--- src/hdl/ccwc_pkg.sv ---
`timescale 1ns / 1ps
`default_nettype none

package ccwc_pkg;

  localparam int FRAME_RATE_W        = 10;
  localparam int HOUR_W              = 5;
  localparam int MIN_W               = 6;
  localparam int SEC_W               = 6;
  localparam int MODE_W              = 2;
  localparam int TICK_COUNTER_BITS_D = 10;

  localparam int APB_ADDR_W = 4;
  localparam int APB_DATA_W = 32;
  localparam int IN_DATA_W  = 8;
  localparam int OUT_DATA_W = 40;

  localparam logic [FRAME_RATE_W-1:0] FRAME_RATE_RST = 10'd50;
  localparam logic [SEC_W-1:0]        SEC_PER_MIN    = 6'd60;
  localparam logic [MIN_W-1:0]        MIN_PER_HOUR   = 6'd60;
  localparam logic [HOUR_W-1:0]       HOUR_PER_DAY   = 5'd24;

  // register indexes (byte address = 4 * index)
  typedef enum logic [1:0] {
    REG_FRAME_RATE    = 2'd0,
    REG_START_HOURS   = 2'd1,
    REG_START_MINUTES = 2'd2,
    REG_START_SECONDS = 2'd3
  } reg_idx_t;

  typedef enum logic [MODE_W-1:0] {
    MODE_FWD  = 2'd0,
    MODE_BACK = 2'd1,
    MODE_STOP = 2'd2
  } mode_t;

  typedef struct packed {
    logic [FRAME_RATE_W-1:0] frame_rate;
    logic [HOUR_W-1:0]       start_hours;
    logic [MIN_W-1:0]        start_minutes;
    logic [SEC_W-1:0]        start_seconds;
  } cfg_t;

  typedef struct packed {
    logic [HOUR_W-1:0] hours;
    logic [MIN_W-1:0]  minutes;
    logic [SEC_W-1:0]  seconds;
  } hms_t;

  // result word, lowest field in the lowest bits
  typedef struct packed {
    logic [3:0]        pad;
    logic [MODE_W-1:0] timer_mode;
    logic [SEC_W-1:0]  timer_seconds;
    logic [MIN_W-1:0]  timer_minutes;
    logic [HOUR_W-1:0] timer_hours;
    logic [SEC_W-1:0]  clock_seconds;
    logic [MIN_W-1:0]  clock_minutes;
    logic [HOUR_W-1:0] clock_hours;
  } result_t;

  // one second forward; out-of-range fields wrap to zero and carry
  function automatic hms_t advance_hms(input hms_t t);
    hms_t r;
    r = t;
    r.seconds = t.seconds + SEC_W'(1);
    if (r.seconds >= SEC_PER_MIN) begin
      r.seconds = '0;
      r.minutes = t.minutes + MIN_W'(1);
      if (r.minutes >= MIN_PER_HOUR) begin
        r.minutes = '0;
        r.hours = t.hours + HOUR_W'(1);
        if (r.hours >= HOUR_PER_DAY) begin
          r.hours = '0;
        end
      end
    end
    return r;
  endfunction

endpackage

`default_nettype wire

--- src/hdl/cockpit_clock_with_chronometer.sv ---
// Cockpit time-of-day clock with a chronometer, advanced one frame tick per
// input transaction.
//   s_* stream: one transaction per frame tick, s_tdata[0] = held,
//               s_tdata[1] = button.
//   m_* stream: one transaction per input, the clock and chronometer after
//               that tick (see m_tdata for the field layout).
//   APB port:   frame_rate at 0x0, start hours/minutes/seconds at 0x4, 0x8,
//               0xC. Write only while the streams are idle. pready is tied high.
// A tick accepted on s_* is registered into the result register, or into
// the skid register while a result waits. Throughput is one tick per clock
// while s_tready is high; the whole update is two counter bumps plus compares
// and an hh:mm:ss carry chain, done between the state and result registers.
// A two-entry output stage (result register plus skid register) keeps
// s_tready high while one result waits; s_tready drops only once both are
// full, and rises again the cycle after the receiver takes a result.
// Reset clears the tick counters, the chronometer (forwards mode) and the
// clock, restores the register defaults (frame rate 50) and empties the
// output stage. The clock loads the start registers on the first tick that
// is not held.
`timescale 1ns / 1ps
`default_nettype none

module cockpit_clock_with_chronometer #(
  parameter int TICK_COUNTER_BITS = ccwc_pkg::TICK_COUNTER_BITS_D
) (
  input  wire logic                               clk,
  input  wire logic                               rst,
  input  wire logic                               psel,
  input  wire logic                               penable,
  input  wire logic                               pwrite,
  input  wire logic [ccwc_pkg::APB_ADDR_W-1:0]    paddr,
  input  wire logic [ccwc_pkg::APB_DATA_W-1:0]    pwdata,
  output logic      [ccwc_pkg::APB_DATA_W-1:0]    prdata,
  output logic                                    pready,
  input  wire logic                               s_tvalid,
  output logic                                    s_tready,
  // [0] held, [1] button, [7:2] zero
  input  wire logic [ccwc_pkg::IN_DATA_W-1:0]     s_tdata,
  output logic                                    m_tvalid,
  input  wire logic                               m_tready,
  // [4:0] clock_hours, [10:5] clock_minutes, [16:11] clock_seconds,
  // [21:17] timer_hours, [27:22] timer_minutes, [33:28] timer_seconds,
  // [35:34] timer_mode, [39:36] zero
  output logic      [ccwc_pkg::OUT_DATA_W-1:0]    m_tdata
);

  localparam int TW    = TICK_COUNTER_BITS;
  localparam int CMP_W = (TW > ccwc_pkg::FRAME_RATE_W) ? TW : ccwc_pkg::FRAME_RATE_W;

  ccwc_pkg::cfg_t cfg;

  ccwc_apb u_apb (
    .clk     (clk),
    .rst     (rst),
    .psel    (psel),
    .penable (penable),
    .pwrite  (pwrite),
    .paddr   (paddr),
    .pwdata  (pwdata),
    .prdata  (prdata),
    .pready  (pready),
    .cfg     (cfg)
  );

  // wraps at frame_rate, and at the counter width in any case
  function automatic logic [TW-1:0] bump(input logic [TW-1:0] c,
                                         input logic [ccwc_pkg::FRAME_RATE_W-1:0] fr);
    logic [TW-1:0] n;
    n = c + TW'(1);
    return (CMP_W'(n) >= CMP_W'(fr)) ? '0 : n;
  endfunction

  // state
  logic [TW-1:0]         sys_ticks, sys_ticks_next;
  logic [TW-1:0]         clk_ticks, clk_ticks_next;
  ccwc_pkg::hms_t        clock_t, clock_t_next;
  ccwc_pkg::hms_t        timer_t, timer_t_next;
  ccwc_pkg::mode_t       mode, mode_next;
  logic                  started, started_next;

  // output stage
  ccwc_pkg::result_t     result_next;
  ccwc_pkg::result_t     out_reg;
  ccwc_pkg::result_t     skid_reg;
  logic                  out_valid;
  logic                  skid_valid;

  logic held;
  logic button;
  logic in_fire;
  logic out_fire;

  assign held     = s_tdata[0];
  assign button   = s_tdata[1];
  assign s_tready = !skid_valid;
  assign in_fire  = s_tvalid && s_tready;
  assign out_fire = out_valid && m_tready;
  assign m_tvalid = out_valid;
  assign m_tdata  = out_reg;

  always_comb begin
    sys_ticks_next = bump(sys_ticks, cfg.frame_rate);
    clk_ticks_next = clk_ticks;
    clock_t_next   = clock_t;
    timer_t_next   = timer_t;
    mode_next      = mode;
    started_next   = started;

    if (!held) begin
      if (!started) begin
        clock_t_next.hours   = cfg.start_hours;
        clock_t_next.minutes = cfg.start_minutes;
        clock_t_next.seconds = cfg.start_seconds;
        started_next         = 1'b1;
      end

      if (button) begin
        priority if (mode == ccwc_pkg::MODE_FWD) begin
          mode_next            = ccwc_pkg::MODE_BACK;
          timer_t_next.minutes = '0;
          timer_t_next.hours   = '0;
        end else if (mode == ccwc_pkg::MODE_STOP) begin
          mode_next = ccwc_pkg::MODE_FWD;
        end else begin
          mode_next = mode;
        end
      end

      if (mode_next == ccwc_pkg::MODE_BACK) begin
        if (timer_t.seconds <= ccwc_pkg::SEC_W'(1)) begin
          timer_t_next.seconds = '0;
          mode_next            = ccwc_pkg::MODE_STOP;
        end else if (sys_ticks_next != '0) begin
          timer_t_next.seconds = timer_t.seconds - ccwc_pkg::SEC_W'(1);
        end
      end

      clk_ticks_next = bump(clk_ticks, cfg.frame_rate);
      if (clk_ticks_next == '0) begin
        if (mode_next == ccwc_pkg::MODE_FWD) begin
          timer_t_next = ccwc_pkg::advance_hms(timer_t_next);
        end
        clock_t_next = ccwc_pkg::advance_hms(clock_t_next);
      end
    end
  end

  always_comb begin
    result_next               = '0;
    result_next.clock_hours   = clock_t_next.hours;
    result_next.clock_minutes = clock_t_next.minutes;
    result_next.clock_seconds = clock_t_next.seconds;
    result_next.timer_hours   = timer_t_next.hours;
    result_next.timer_minutes = timer_t_next.minutes;
    result_next.timer_seconds = timer_t_next.seconds;
    result_next.timer_mode    = mode_next;
  end

  always_ff @(posedge clk) begin
    if (rst) begin
      sys_ticks <= '0;
      clk_ticks <= '0;
      clock_t   <= '0;
      timer_t   <= '0;
      mode      <= ccwc_pkg::MODE_FWD;
      started   <= 1'b0;
    end else if (in_fire) begin
      sys_ticks <= sys_ticks_next;
      clk_ticks <= clk_ticks_next;
      clock_t   <= clock_t_next;
      timer_t   <= timer_t_next;
      mode      <= mode_next;
      started   <= started_next;
    end
  end

  // result register plus one skid entry
  always_ff @(posedge clk) begin
    if (rst) begin
      out_valid  <= 1'b0;
      skid_valid <= 1'b0;
    end else if (out_fire || !out_valid) begin
      if (skid_valid) begin
        out_valid  <= 1'b1;
        skid_valid <= 1'b0;
      end else begin
        out_valid <= in_fire;
      end
    end else if (in_fire) begin
      skid_valid <= 1'b1;
    end
  end

  always_ff @(posedge clk) begin
    if (out_fire || !out_valid) begin
      if (skid_valid) begin
        out_reg <= skid_reg;
      end else if (in_fire) begin
        out_reg <= result_next;
      end
    end else if (in_fire) begin
      skid_reg <= result_next;
    end
  end

endmodule

`default_nettype wire

--- src/hdl/ccwc_apb.sv ---
`timescale 1ns / 1ps
`default_nettype none

module ccwc_apb (
  input  wire logic                               clk,
  input  wire logic                               rst,
  input  wire logic                               psel,
  input  wire logic                               penable,
  input  wire logic                               pwrite,
  input  wire logic [ccwc_pkg::APB_ADDR_W-1:0]    paddr,
  input  wire logic [ccwc_pkg::APB_DATA_W-1:0]    pwdata,
  output logic      [ccwc_pkg::APB_DATA_W-1:0]    prdata,
  output logic                                    pready,
  output ccwc_pkg::cfg_t                          cfg
);

  ccwc_pkg::reg_idx_t idx;
  logic               wr_en;

  assign pready = 1'b1;
  assign idx    = ccwc_pkg::reg_idx_t'(paddr[3:2]);
  assign wr_en  = psel && penable && pwrite && pready;

  always_ff @(posedge clk) begin
    if (rst) begin
      cfg.frame_rate    <= ccwc_pkg::FRAME_RATE_RST;
      cfg.start_hours   <= '0;
      cfg.start_minutes <= '0;
      cfg.start_seconds <= '0;
    end else if (wr_en) begin
      unique case (idx)
        ccwc_pkg::REG_FRAME_RATE:
          cfg.frame_rate <= pwdata[ccwc_pkg::FRAME_RATE_W-1:0];
        ccwc_pkg::REG_START_HOURS:
          cfg.start_hours <= pwdata[ccwc_pkg::HOUR_W-1:0];
        ccwc_pkg::REG_START_MINUTES:
          cfg.start_minutes <= pwdata[ccwc_pkg::MIN_W-1:0];
        ccwc_pkg::REG_START_SECONDS:
          cfg.start_seconds <= pwdata[ccwc_pkg::SEC_W-1:0];
        default: ;
      endcase
    end
  end

  always_comb begin
    prdata = '0;
    unique case (idx)
      ccwc_pkg::REG_FRAME_RATE:
        prdata = ccwc_pkg::APB_DATA_W'(cfg.frame_rate);
      ccwc_pkg::REG_START_HOURS:
        prdata = ccwc_pkg::APB_DATA_W'(cfg.start_hours);
      ccwc_pkg::REG_START_MINUTES:
        prdata = ccwc_pkg::APB_DATA_W'(cfg.start_minutes);
      ccwc_pkg::REG_START_SECONDS:
        prdata = ccwc_pkg::APB_DATA_W'(cfg.start_seconds);
      default: prdata = '0;
    endcase
  end

endmodule

`default_nettype wire

--- config.mk ---
export PLATFORM = sky130hd
export DESIGN_NAME = cockpit_clock_with_chronometer
export DESIGN_NICKNAME = d
export VERILOG_FILES = /design/src/hdl/ccwc_pkg.sv /design/src/hdl/cockpit_clock_with_chronometer.sv /design/src/hdl/ccwc_apb.sv
export SDC_FILE = /design/constraint.sdc
export NUM_CORES = 1
export LEC_CHECK = 0
export ABC_AREA = 1
export BUFFER_PORTS_ARGS = -buffer_cell sky130_fd_sc_hd__buf_4
export CAP_MARGIN = 20
export CELL_PAD_IN_SITES_DETAIL_PLACEMENT = 1
export CELL_PAD_IN_SITES_GLOBAL_PLACEMENT = 2
export CORE_ASPECT_RATIO = 0.8
export CORE_UTILIZATION = 36
export CTS_CLUSTER_DIAMETER = 60
export DETAILED_ROUTE_END_ITERATION = 10
export PLACE_DENSITY = 0.89
export SLEW_MARGIN = 20
export SYNTH_ARGS = -nofsm -noshare
export SYNTH_HDL_FRONTEND = slang
export SYNTH_SLANG_ARGS = --single-unit
--- constraint.sdc ---
create_clock -name clk -period 6.6 [get_ports clk]
set_input_delay 1.32 -clock clk [delete_from_list [all_inputs] [get_ports clk]]
set_output_delay 1.32 -clock clk [all_outputs]
set_load 0.01 [all_outputs]
==> results of run 1 <==
-- through the flow --
step,instance area [sq um],power (W),std cells
2_1_floorplan,9220,0.00149,1259
3_3_place_gp,9850,0.00162,1586
3_5_place_dp,9880,0.00164,1587
4_1_cts,10500,0.00271,1619
5_1_grt,10500,0.00282,1620
6_report,10500,0.00268,1620
-- layer usage --
layer	share of wire	GRT usage	vias up
li1	-	-	4069
met1	0.50	0.275	3852
met2	0.47	0.348	89
met3	0.021	0.0360	17
met4	0.0089	0.0477	0
met5	0	0	-
-- logic make-up after synthesis --
family | count (synthesis) | share of synthesized area
AND/OR/NAND/NOR | 555 | 0.263
buffers and inverters | 234 | 0.108
AO/OA/AOI/OAI | 228 | 0.133
flip-flops | 158 | 0.425
adder cells (fa/ha/maj) | 31 | 0.0425
XOR/XNOR | 26 | 0.0266
other | 2 | 0.000823
-- cell type report --
type / count / area (sq um)
Clock buffer: 17 / 425
Multi-Input combinational cell: 867 / 4370
Sequential cell: 158 / 3880
Timing Repair Buffer: 79 / 633
Fill cell: 3109 / 14100
Inverter: 166 / 623
Clock inverter: 15 / 194
Tap cell: 318 / 398
-- cells in the mapped netlist, types with 2 or more instances --
library cell,count
nor2_2,6
nor4_1,3
clkinv_1,3
o2111ai_1,4
nand4_1,12
xor2_2,2
nand3b_1,2
o211ai_1,11
inv_2,3
conb_1,2
or2_2,4
o21ai_1,9
nand2_2,5
ha_1,31
and2_1,5
inv_1,160
nand2_1,304
buf_1,2
xor2_1,17
nand3_2,6
clkbuf_1,33
a21o_1,4
nor2_4,4
o21ai_0,124
dfxtp_1,86
a21oi_1,68
nor2_1,121
nand3_1,65
a211oi_1,2
buf_4,27
or2_1,3
buf_2,6
edfxtp_1,72
xnor2_1,7
nor3_1,8
-- worst max-delay path, delay by kind of cell (launching register included) --
kind	cells	cell delay, ps
and+or+nand+nor	23	3010
adders and majority gates	3	700
DFF	1	530
buffers and inverters	3	310
-- power breakdown --
part | internal, W | total, W | switching [W]
combinational | 0.000168 | 0.000496 | 0.000329
sequential | 0.00109 | 0.00113 | 0.0000349
clock | 0.000578 | 0.00106 | 0.000481
total | 0.00184 | 0.00268 | 0.000844
-- final timing paths --
check / from / endpoint / slack [ps] / cells past startpoint
hold / removal: clock_t[10]$_SDFFE_PP0P_ / clock_t[10]$_SDFFE_PP0P_ / 480 / 2
hold reg to reg: clock_t[10]$_SDFFE_PP0P_ / clock_t[10]$_SDFFE_PP0P_ / 480 / 2
setup reg to reg: sys_ticks[0]$_SDFFE_PP0P_ / m_tdata[25]$_DFFE_PP_ / 1790 / 29
setup / recovery: sys_ticks[0]$_SDFFE_PP0P_ / m_tdata[25]$_DFFE_PP_ / 1790 / 29
==> impl_metrics.json, run 1 <==
{
  "status": "complete, no violations",
  "ir_drop_mv": 0.170,
  "critPathRequiredTime_ps": 6790,
  "dpl_worst_slack_ps": 1830,
  "finalMaxSlewViolations": 0,
  "drtIter0Drc": 436,
  "syn_inst": 1234,
  "hold_class": "flip-flop to flip-flop",
  "clock-root-buffer": "clkbuf_16",
  "setup_ws_ps": 1790,
  "critPathKind": "flip-flop to flip-flop",
  "wirelength_um": 25600,
  "worst-slew-pin-transition_ps": 912,
  "ys_seq_elements": 158,
  "core_area_sq_um": 24600,
  "die_w_um": 180,
  "cts_max_path_buffers": 2,
  "grt_pass1_wl_um": 42100,
  "arrival_ps": 5000,
  "finalCritPeriodShare": 0.728,
  "layout_common_cells": "nand2_1 (304), inv_1 (159), o21ai_0 (124)",
  "ant_nets": 0,
  "drtPass1Iterations": 5,
  "cts_hold_buf": 0,
  "initial_utilization": 0.371,
  "final_nets": 1371,
  "finalSetupTns_ps": 0,
  "clk_pin_slew_ps": 70,
  "fp-row-count": 51,
  "design.die.area_sq_um": 26000,
  "antenna_found_initial": 0,
  "io_buffers": 68,
  "holdWs_ps": 477,
  "grt_max_degree": 52,
  "dp_hpwl_um": 18200,
  "grt_pass1_vias": 8150,
  "power.density_nw_per_um2": 255,
  "async_flop_share": 0,
  "max_freq_mhz": 208,
  "endpoint_kind": "flip-flop",
  "yosysTopAreaCellShare": 0.237,
  "post_cts_resized": 0,
  "numCtsBuffers": 17,
  "final_common_cell": "nand2_1",
  "ys_seq_area_frac": 0.425,
  "diodes": 0,
  "fin_skew_ps": 12.4,
  "utilization": 0.427,
  "crit_path_max_fanout": 9,
  "cp-start-kind": "flip-flop",
  "cts_num_sinks": 158,
  "cap_violations": 0,
  "ys_types": 48,
  "synth_area_leader_cell": "edfxtp_1",
  "drcViolationCount": 0,
  "synthTopCellsByArea": "edfxtp_1 (24%), dfxtp_1 (19%), nand2_1 (13%)",
  "crit_path_top_delay_cell": "dfxtp_1",
  "synth_area_per_cell_sq_um": 7.40,
  "min_period_ps": 4810,
  "dr_total_vias": 8027,
  "power.leakage_nw": 4.86,
  "clk_latency_ps": 440,
  "grt_overflow": 0,
  "syn_area_sq_um": 9130,
  "rsz0062_at_grt": "false",
  "drive_gt1_frac": 0.116,
  "io_pins": 126,
  "slowest_delay_ps": 530,
  "crit_top_cell": "nand2_1",
  "drt-vias-per-instance": 4.95,
  "synth_edf_count": 72,
  "finalHoldViolations": 0,
  "area_growth_pct": 15.3,
  "tritoncts": "built",
  "setup_viol": 0,
  "gp_routability_congestion": 0.808,
  "synthFlopType": "dfxtp_1",
  "track_usage": 0.206,
  "cts_setup_buffers": 0,
  "wl_per_cell_um": 15.8,
  "ys_warn_count": 0,
  "cts-htree-levels": 4,
  "die_h_um": 144,
  "relSlewSlack": 0.391
}
(Power assumes the default switching activity.)
==> inputs of run 2 (changes only) <==
--- a/config.mk
+++ b/config.mk
@@ -11,10 +11,10 @@
 export CELL_PAD_IN_SITES_DETAIL_PLACEMENT = 1
 export CELL_PAD_IN_SITES_GLOBAL_PLACEMENT = 2
 export CORE_ASPECT_RATIO = 0.8
-export CORE_UTILIZATION = 36
+export CORE_UTILIZATION = 30
 export CTS_CLUSTER_DIAMETER = 60
 export DETAILED_ROUTE_END_ITERATION = 10
-export PLACE_DENSITY = 0.89
+export PLACE_DENSITY = 0.8
 export SLEW_MARGIN = 20
 export SYNTH_ARGS = -nofsm -noshare
 export SYNTH_HDL_FRONTEND = slang
==> constraint.sdc (replaced) <==
create_clock -name clk -period 4.3 [get_ports clk]
set_input_delay 0.86 -clock clk [delete_from_list [all_inputs] [get_ports clk]]
set_output_delay 0.86 -clock clk [all_outputs]
set_load 0.01 [all_outputs]
==> impl_metrics.json, run 2 (synthesized netlist as in run 1, its figures left out) <==
{
  "finalMaxSlewViolations": 0,
  "grt_overflow": 0,
  "drt-vias-per-instance": 4.65,
  "worstReg2RegStart": "sys_ticks[0]$_SDFFE_PP0P_",
  "ant_nets": 0,
  "cts-htree-levels": 4,
  "final_nets": 1425,
  "grt_pass1_wl_um": 42400,
  "io_pins": 126,
  "design.die.area_sq_um": 31100,
  "crit_buf_inv": 4,
  "cts_hold_buf": 0,
  "power.density_nw_per_um2": 367,
  "clock-root-buffer": "clkbuf_16",
  "initial_utilization": 0.308,
  "dp_hpwl_um": 18900,
  "clk_pin_slew_ps": 70,
  "postPlaceCellArea_sq_um": 10300,
  "cts_num_sinks": 158,
  "r2r.worst_path.cells": 34,
  "crit_path_end": "m_tdata[20]$_DFFE_PP_",
  "fin_skew_ps": 10.4,
  "holdWs_ps": 475,
  "fp-row-count": 56,
  "diodes": 0,
  "wl_per_cell_um": 15.0,
  "die_h_um": 158,
  "layout_common_cells": "nand2_1 (281), inv_1 (150), buf_4 (122)",
  "final_common_cell": "nand2_1",
  "setup_viol": 0,
  "area_growth_pct": 25.2,
  "grt_max_degree": 55,
  "endpoint_kind": "flip-flop",
  "track_usage": 0.173,
  "r2r_slack_ps": 220,
  "cts_max_path_buffers": 2,
  "r2r-end": "m_tdata[20]$_DFFE_PP_",
  "final_area_sq_um": 11400,
  "ir_drop_mv": 0.266,
  "arrival_ps": 4270,
  "min_period_ps": 4080,
  "io_buffers": 68,
  "slowest_delay_ps": 360,
  "drtPass1Iterations": 4,
  "tritoncts": "built",
  "crit_path_top_delay_cell": "dfxtp_4",
  "numCtsBuffers": 17,
  "crit_path_max_fanout": 6,
  "core_area_sq_um": 29600,
  "drcViolationCount": 0,
  "gp_routability_congestion": 0.855,
  "drive_gt1_frac": 0.205,
  "startpoint": "sys_ticks[0]$_SDFFE_PP0P_",
  "power.leakage_nw": 5.13,
  "max_freq_mhz": 245,
  "die_w_um": 197,
  "worst-slew-pin-transition_ps": 1010,
  "worstSetupPathDepth": 34,
  "hold_class": "flip-flop to flip-flop",
  "crit_top_cell": "nand2_2",
  "clk_latency_ps": 440,
  "critical_path.top_delay_family": "simple AND/OR/NAND/NOR gates",
  "wirelength_um": 26500,
  "relSlewSlack": 0.326,
  "antenna_found_initial": 0,
  "cp-start-kind": "flip-flop",
  "finalCritPeriodShare": 0.948,
  "cap_violations": 0,
  "rsz0062_at_grt": "true",
  "dr_total_vias": 8191,
  "finalHoldViolations": 0,
  "critPathRequiredTime_ps": 4490,
  "grt_pass1_vias": 8118,
  "critPathKind": "flip-flop to flip-flop",
  "status": "complete, no violations",
  "drtIter0Drc": 337
}
==> run 2: metal layers <==
metal	share of wire	up-vias	global-route usage	wire length, um
met1	0.51	3921	0.237	13500
met3	0.020	20	0.0281	518
met5	0	-	0	0
li1	-	4184	-	-
met2	0.46	66	0.283	12200
met4	0.011	0	0.0436	281
==> run 2: metrics by stage <==
step	worst slack [ps]	power [W]	TNS, ps	util	instances
6_report	222	0.00420	0	0.386	1762
3_5_place_dp	-122	0.00259	-764	0.347	1715
5_1_grt	-85.6	0.00442	-832	0.386	1762
4_1_cts	2.28	0.00414	0	0.366	1747
2_1_floorplan	489	0.00228	0	-	1259
3_3_place_gp	-31.0	0.00257	-73.4	0.347	1715
==> run 2: power by group <==
group	total (W)	leakage, nW	switching (W)	internal (W)
Clock	0.00153	0.278	0.000673	0.000860
Sequential	0.00173	1.40	0.0000495	0.00168
Combinational	0.000937	3.45	0.000575	0.000362
==> run 2: timing repair <==
| item | in CTS | in global routing |
|---|---|---|
| setup buffers | 0 | 11 |
| hold endpoints to repair | 0 | 0 |
| cloned | 0 | 3 |
| resized for setup | 9 | 112 |
| setup endpoints to repair | 27 | 82 |
| pin swaps | 4 | 47 |
==> run 2: area by class of cell <==
class	count	area, sq um
fillers	3661	18200
multi-input cells	869	4800
flip-flops and latches	158	3900
repair buffers	130	1020
inverters	166	628
well taps	406	508
clock buffers	19	433
clock inverters	13	139
repair inverters	1	7.51
==> run 2: worst register-to-register path, delay by kind of cell, from the launching register on <==
kind                       cells  cell delay, ps
AOI/OAI and AO/OA              2             220
adders and majority gates      3             560
buffers and inverters          4             390
DFF                            1             360
and+or+nand+nor               25            2300
==> run 2: how the worst min path moves through the flow <==
stage | start | to | slack, ps | cells past startpoint
floorplan | clock_t[10]$_SDFFE_PP0P_ | clock_t[10]$_SDFFE_PP0P_ | 450 | 2
global placement | clock_t[10]$_SDFFE_PP0P_ | clock_t[10]$_SDFFE_PP0P_ | 450 | 2
detailed placement | clock_t[10]$_SDFFE_PP0P_ | clock_t[10]$_SDFFE_PP0P_ | 470 | 2
CTS | clock_t[10]$_SDFFE_PP0P_ | clock_t[10]$_SDFFE_PP0P_ | 480 | 2
global route | clock_t[10]$_SDFFE_PP0P_ | clock_t[10]$_SDFFE_PP0P_ | 500 | 2
finish | clock_t[10]$_SDFFE_PP0P_ | clock_t[10]$_SDFFE_PP0P_ | 480 | 2
==> inputs of run 3 (changes only) <==
--- a/config.mk
+++ b/config.mk
@@ -5,16 +5,15 @@
 export SDC_FILE = /design/constraint.sdc
 export NUM_CORES = 1
 export LEC_CHECK = 0
-export ABC_AREA = 1
 export BUFFER_PORTS_ARGS = -buffer_cell sky130_fd_sc_hd__buf_4
 export CAP_MARGIN = 20
 export CELL_PAD_IN_SITES_DETAIL_PLACEMENT = 1
 export CELL_PAD_IN_SITES_GLOBAL_PLACEMENT = 2
 export CORE_ASPECT_RATIO = 0.8
-export CORE_UTILIZATION = 30
+export CORE_UTILIZATION = 33
 export CTS_CLUSTER_DIAMETER = 60
 export DETAILED_ROUTE_END_ITERATION = 10
-export PLACE_DENSITY = 0.8
+export PLACE_DENSITY = 0.81
 export SLEW_MARGIN = 20
 export SYNTH_ARGS = -nofsm -noshare
 export SYNTH_HDL_FRONTEND = slang
==> impl_metrics.json, run 3 <==
{
  "dr_total_vias": 8115,
  "critPathKind": "flip-flop to flip-flop",
  "cts_hold_buf": 0,
  "synthTopCellsByArea": "edfxtp_1 (23%), dfxtp_1 (18%), mux2_2 (6.4%)",
  "crit_path_max_fanout": 5,
  "drt-vias-per-instance": 5.24,
  "arrival_ps": 4870,
  "track_usage": 0.197,
  "synth_edf_count": 72,
  "gp_routability_congestion": 0.846,
  "diodes": 0,
  "wl_per_cell_um": 18.2,
  "core_area_sq_um": 27500,
  "final_nets": 1254,
  "power_switching_w": 0.00108,
  "synth_area_leader_cell": "edfxtp_1",
  "wirelength_um": 28200,
  "fillCellCount": 3103,
  "grt_pass1_vias": 8290,
  "critPathRequiredTime_ps": 4490,
  "io_pins": 126,
  "tritoncts": "built",
  "drive_gt1_frac": 0.316,
  "finalHoldViolations": 0,
  "cap_violations": 0,
  "violations": "setup timing",
  "dpl_worst_slack_ps": -459,
  "grt_max_degree": 86,
  "min_period_ps": 4670,
  "relSlewSlack": 0.238,
  "synthFlopType": "dfxtp_1",
  "clk_pin_slew_ps": 70,
  "layout_common_cells": "buf_4 (171), nor2_1 (118), nand2_1 (82)",
  "setup_viol": 47,
  "clk_latency_ps": 450,
  "ys_seq_elements": 158,
  "p_comb_frac": 0.171,
  "antenna_found_initial": 0,
  "rsz0062_at_grt": "true",
  "p_clk_frac": 0.410,
  "grt_overflow": 0,
  "worst-slew-pin-transition_ps": 1140,
  "status": "complete, but fails checks",
  "design.die.area_sq_um": 28900,
  "async_flop_share": 0,
  "die_w_um": 190,
  "drcViolationCount": 0,
  "power.leakage_nw": 4.83,
  "ys_warn_count": 0,
  "p_sw_frac": 0.269,
  "yosysTopAreaCellShare": 0.232,
  "finalMaxSlewViolations": 0,
  "syn_inst": 1024,
  "grt_pass1_wl_um": 45100,
  "p_int_w": 0.00292,
  "fin_skew_ps": 12.5,
  "ys_seq_area_frac": 0.417,
  "synth_common_cells": "nor2_1 (124), nand2_1 (89), dfxtp_1 (86)",
  "final_common_cell": "buf_4",
  "area_growth_pct": 30.4,
  "cts_max_path_buffers": 2,
  "synth_most_common_cell": "nor2_1",
  "finalCritPeriodShare": 1.09,
  "cp-start-kind": "flip-flop",
  "initial_utilization": 0.339,
  "synth_area_per_cell_sq_um": 9.10,
  "syn_area_sq_um": 9320,
  "p_seq_frac": 0.419,
  "fp-row-count": 54,
  "ys_types": 75,
  "drtPass1Iterations": 4,
  "power.density_nw_per_um2": 329,
  "numCtsBuffers": 17,
  "ant_nets": 0,
  "max_freq_mhz": 214,
  "io_buffers": 68,
  "cts-htree-levels": 4,
  "hold_class": "flip-flop to flip-flop",
  "cts_num_sinks": 158,
  "ir_drop_mv": 0.300,
  "endpoint_kind": "flip-flop",
  "holdWs_ps": 456,
  "dp_hpwl_um": 19400,
  "report.power.total_w": 0.00400,
  "die_h_um": 152,
  "clock-root-buffer": "clkbuf_16",
  "setup_ws_ps": -374,
  "drtIter0Drc": 278
}
## run 3: cell count changes in the layout (fill, tap and decap cells not counted), sizes merged, moves of 38 or more
| cell | before | now |
|---|---|---|
| nor3 | 9 | 47 |
| buf | 130 | 191 |
| mux2 | 0 | 53 |
| mux2i | 0 | 39 |
| inv | 168 | 35 |
| nand2 | 311 | 89 |
| o21ai | 133 | 56 |
## run 3: area by class of cell
cell class                 count  area, sq um  area share
multi-input combinational    770         5510       0.453
sequential                   158         3900       0.321
clock inverter                14          191      0.0158
inverter                      34          128      0.0105
timing repair buffer         191         1530       0.126
clock buffer                  18          429      0.0353
tap                          364          455      0.0375
## run 3: critical path: stages (launching register included)
cell	delay (ps)
dfxtp_2	360
nand3_2	90
or4_4	540
xnor2_4	240
ha_4	230
nand4_1	120
a211oi_2	50
nor2_1	160
nand2_2	120
o21ai_2	130
nand2_1	80
mux2_4	320
ha_4	190
o41ai_4	280
mux2_4	210
a31oi_4	40
or4_4	440
o311a_1	330
o22a_1	230
mux2_4	260
## run 3: cells by family (layout without fill, tap and decap cells)
| logic type | count (synthesis) | after routing | synth area share |
|---|---|---|---|
| flip-flops | 158 | 158 | 0.417 |
| AND/OR/NAND/NOR | 384 | 384 | 0.195 |
| other | 2 | 27 | 0.000806 |
| multiplexers | 97 | 97 | 0.118 |
| AO/OA/AOI/OAI | 199 | 199 | 0.136 |
| XOR/XNOR | 31 | 31 | 0.0291 |
| buffers and inverters | 121 | 257 | 0.0617 |
| adder cells (fa/ha/maj) | 32 | 32 | 0.0427 |
## run 3: through the flow
stage	TNS (ps)	cell area, sq um	utilization	std cells
2_1_floorplan	-4440	9550	-	1049
3_3_place_gp	-7190	10800	0.392	1490
3_5_place_dp	-12640	10800	0.392	1490
4_1_cts	-7980	11800	0.429	1539
5_1_grt	-21220	12200	0.442	1549
6_report	-8560	12200	0.442	1549
## run 3: final timing paths
check	depth (start not counted)	startpoint	end	slack (ps)
worst min-delay path	2	u_apb.cfg[24]$_SDFFE_PP0P_	u_apb.cfg[24]$_SDFFE_PP0P_	460
worst min register to register	2	u_apb.cfg[24]$_SDFFE_PP0P_	u_apb.cfg[24]$_SDFFE_PP0P_	460
worst max-delay path	19	sys_ticks[5]$_SDFFE_PP0P_	m_tdata[30]$_DFFE_PP_	-370
worst max register to register	19	sys_ticks[5]$_SDFFE_PP0P_	m_tdata[30]$_DFFE_PP_	-370
## run 3: what timing repair did
| action | CTS | global route |
|---|---|---|
| endpoints found under the setup margin | 49 | 55 |
| gates resized for setup | 67 | 49 |
| pin swaps | 25 | 16 |
| setup buffers | 20 | 10 |
| endpoints found under the hold margin | 0 | 0 |
## run 3: per-layer routing
layer	wire length (um)	track usage	part of all wire	up-vias
met5	0	0	0	-
met4	431	0.0611	0.015	0
met3	705	0.0295	0.025	24
met2	13800	0.327	0.49	112
met1	13300	0.263	0.47	4035
li1	-	-	-	3944
## run 3: power groups by stage
stage               clock (W)  sequential [W]  combinational, W
floorplan                   0         0.00171          0.000348
global placement            0         0.00171          0.000559
detailed placement          0         0.00171          0.000576
CTS                   0.00168         0.00168          0.000634
global route          0.00173         0.00168          0.000738
finish                0.00164         0.00168          0.000683
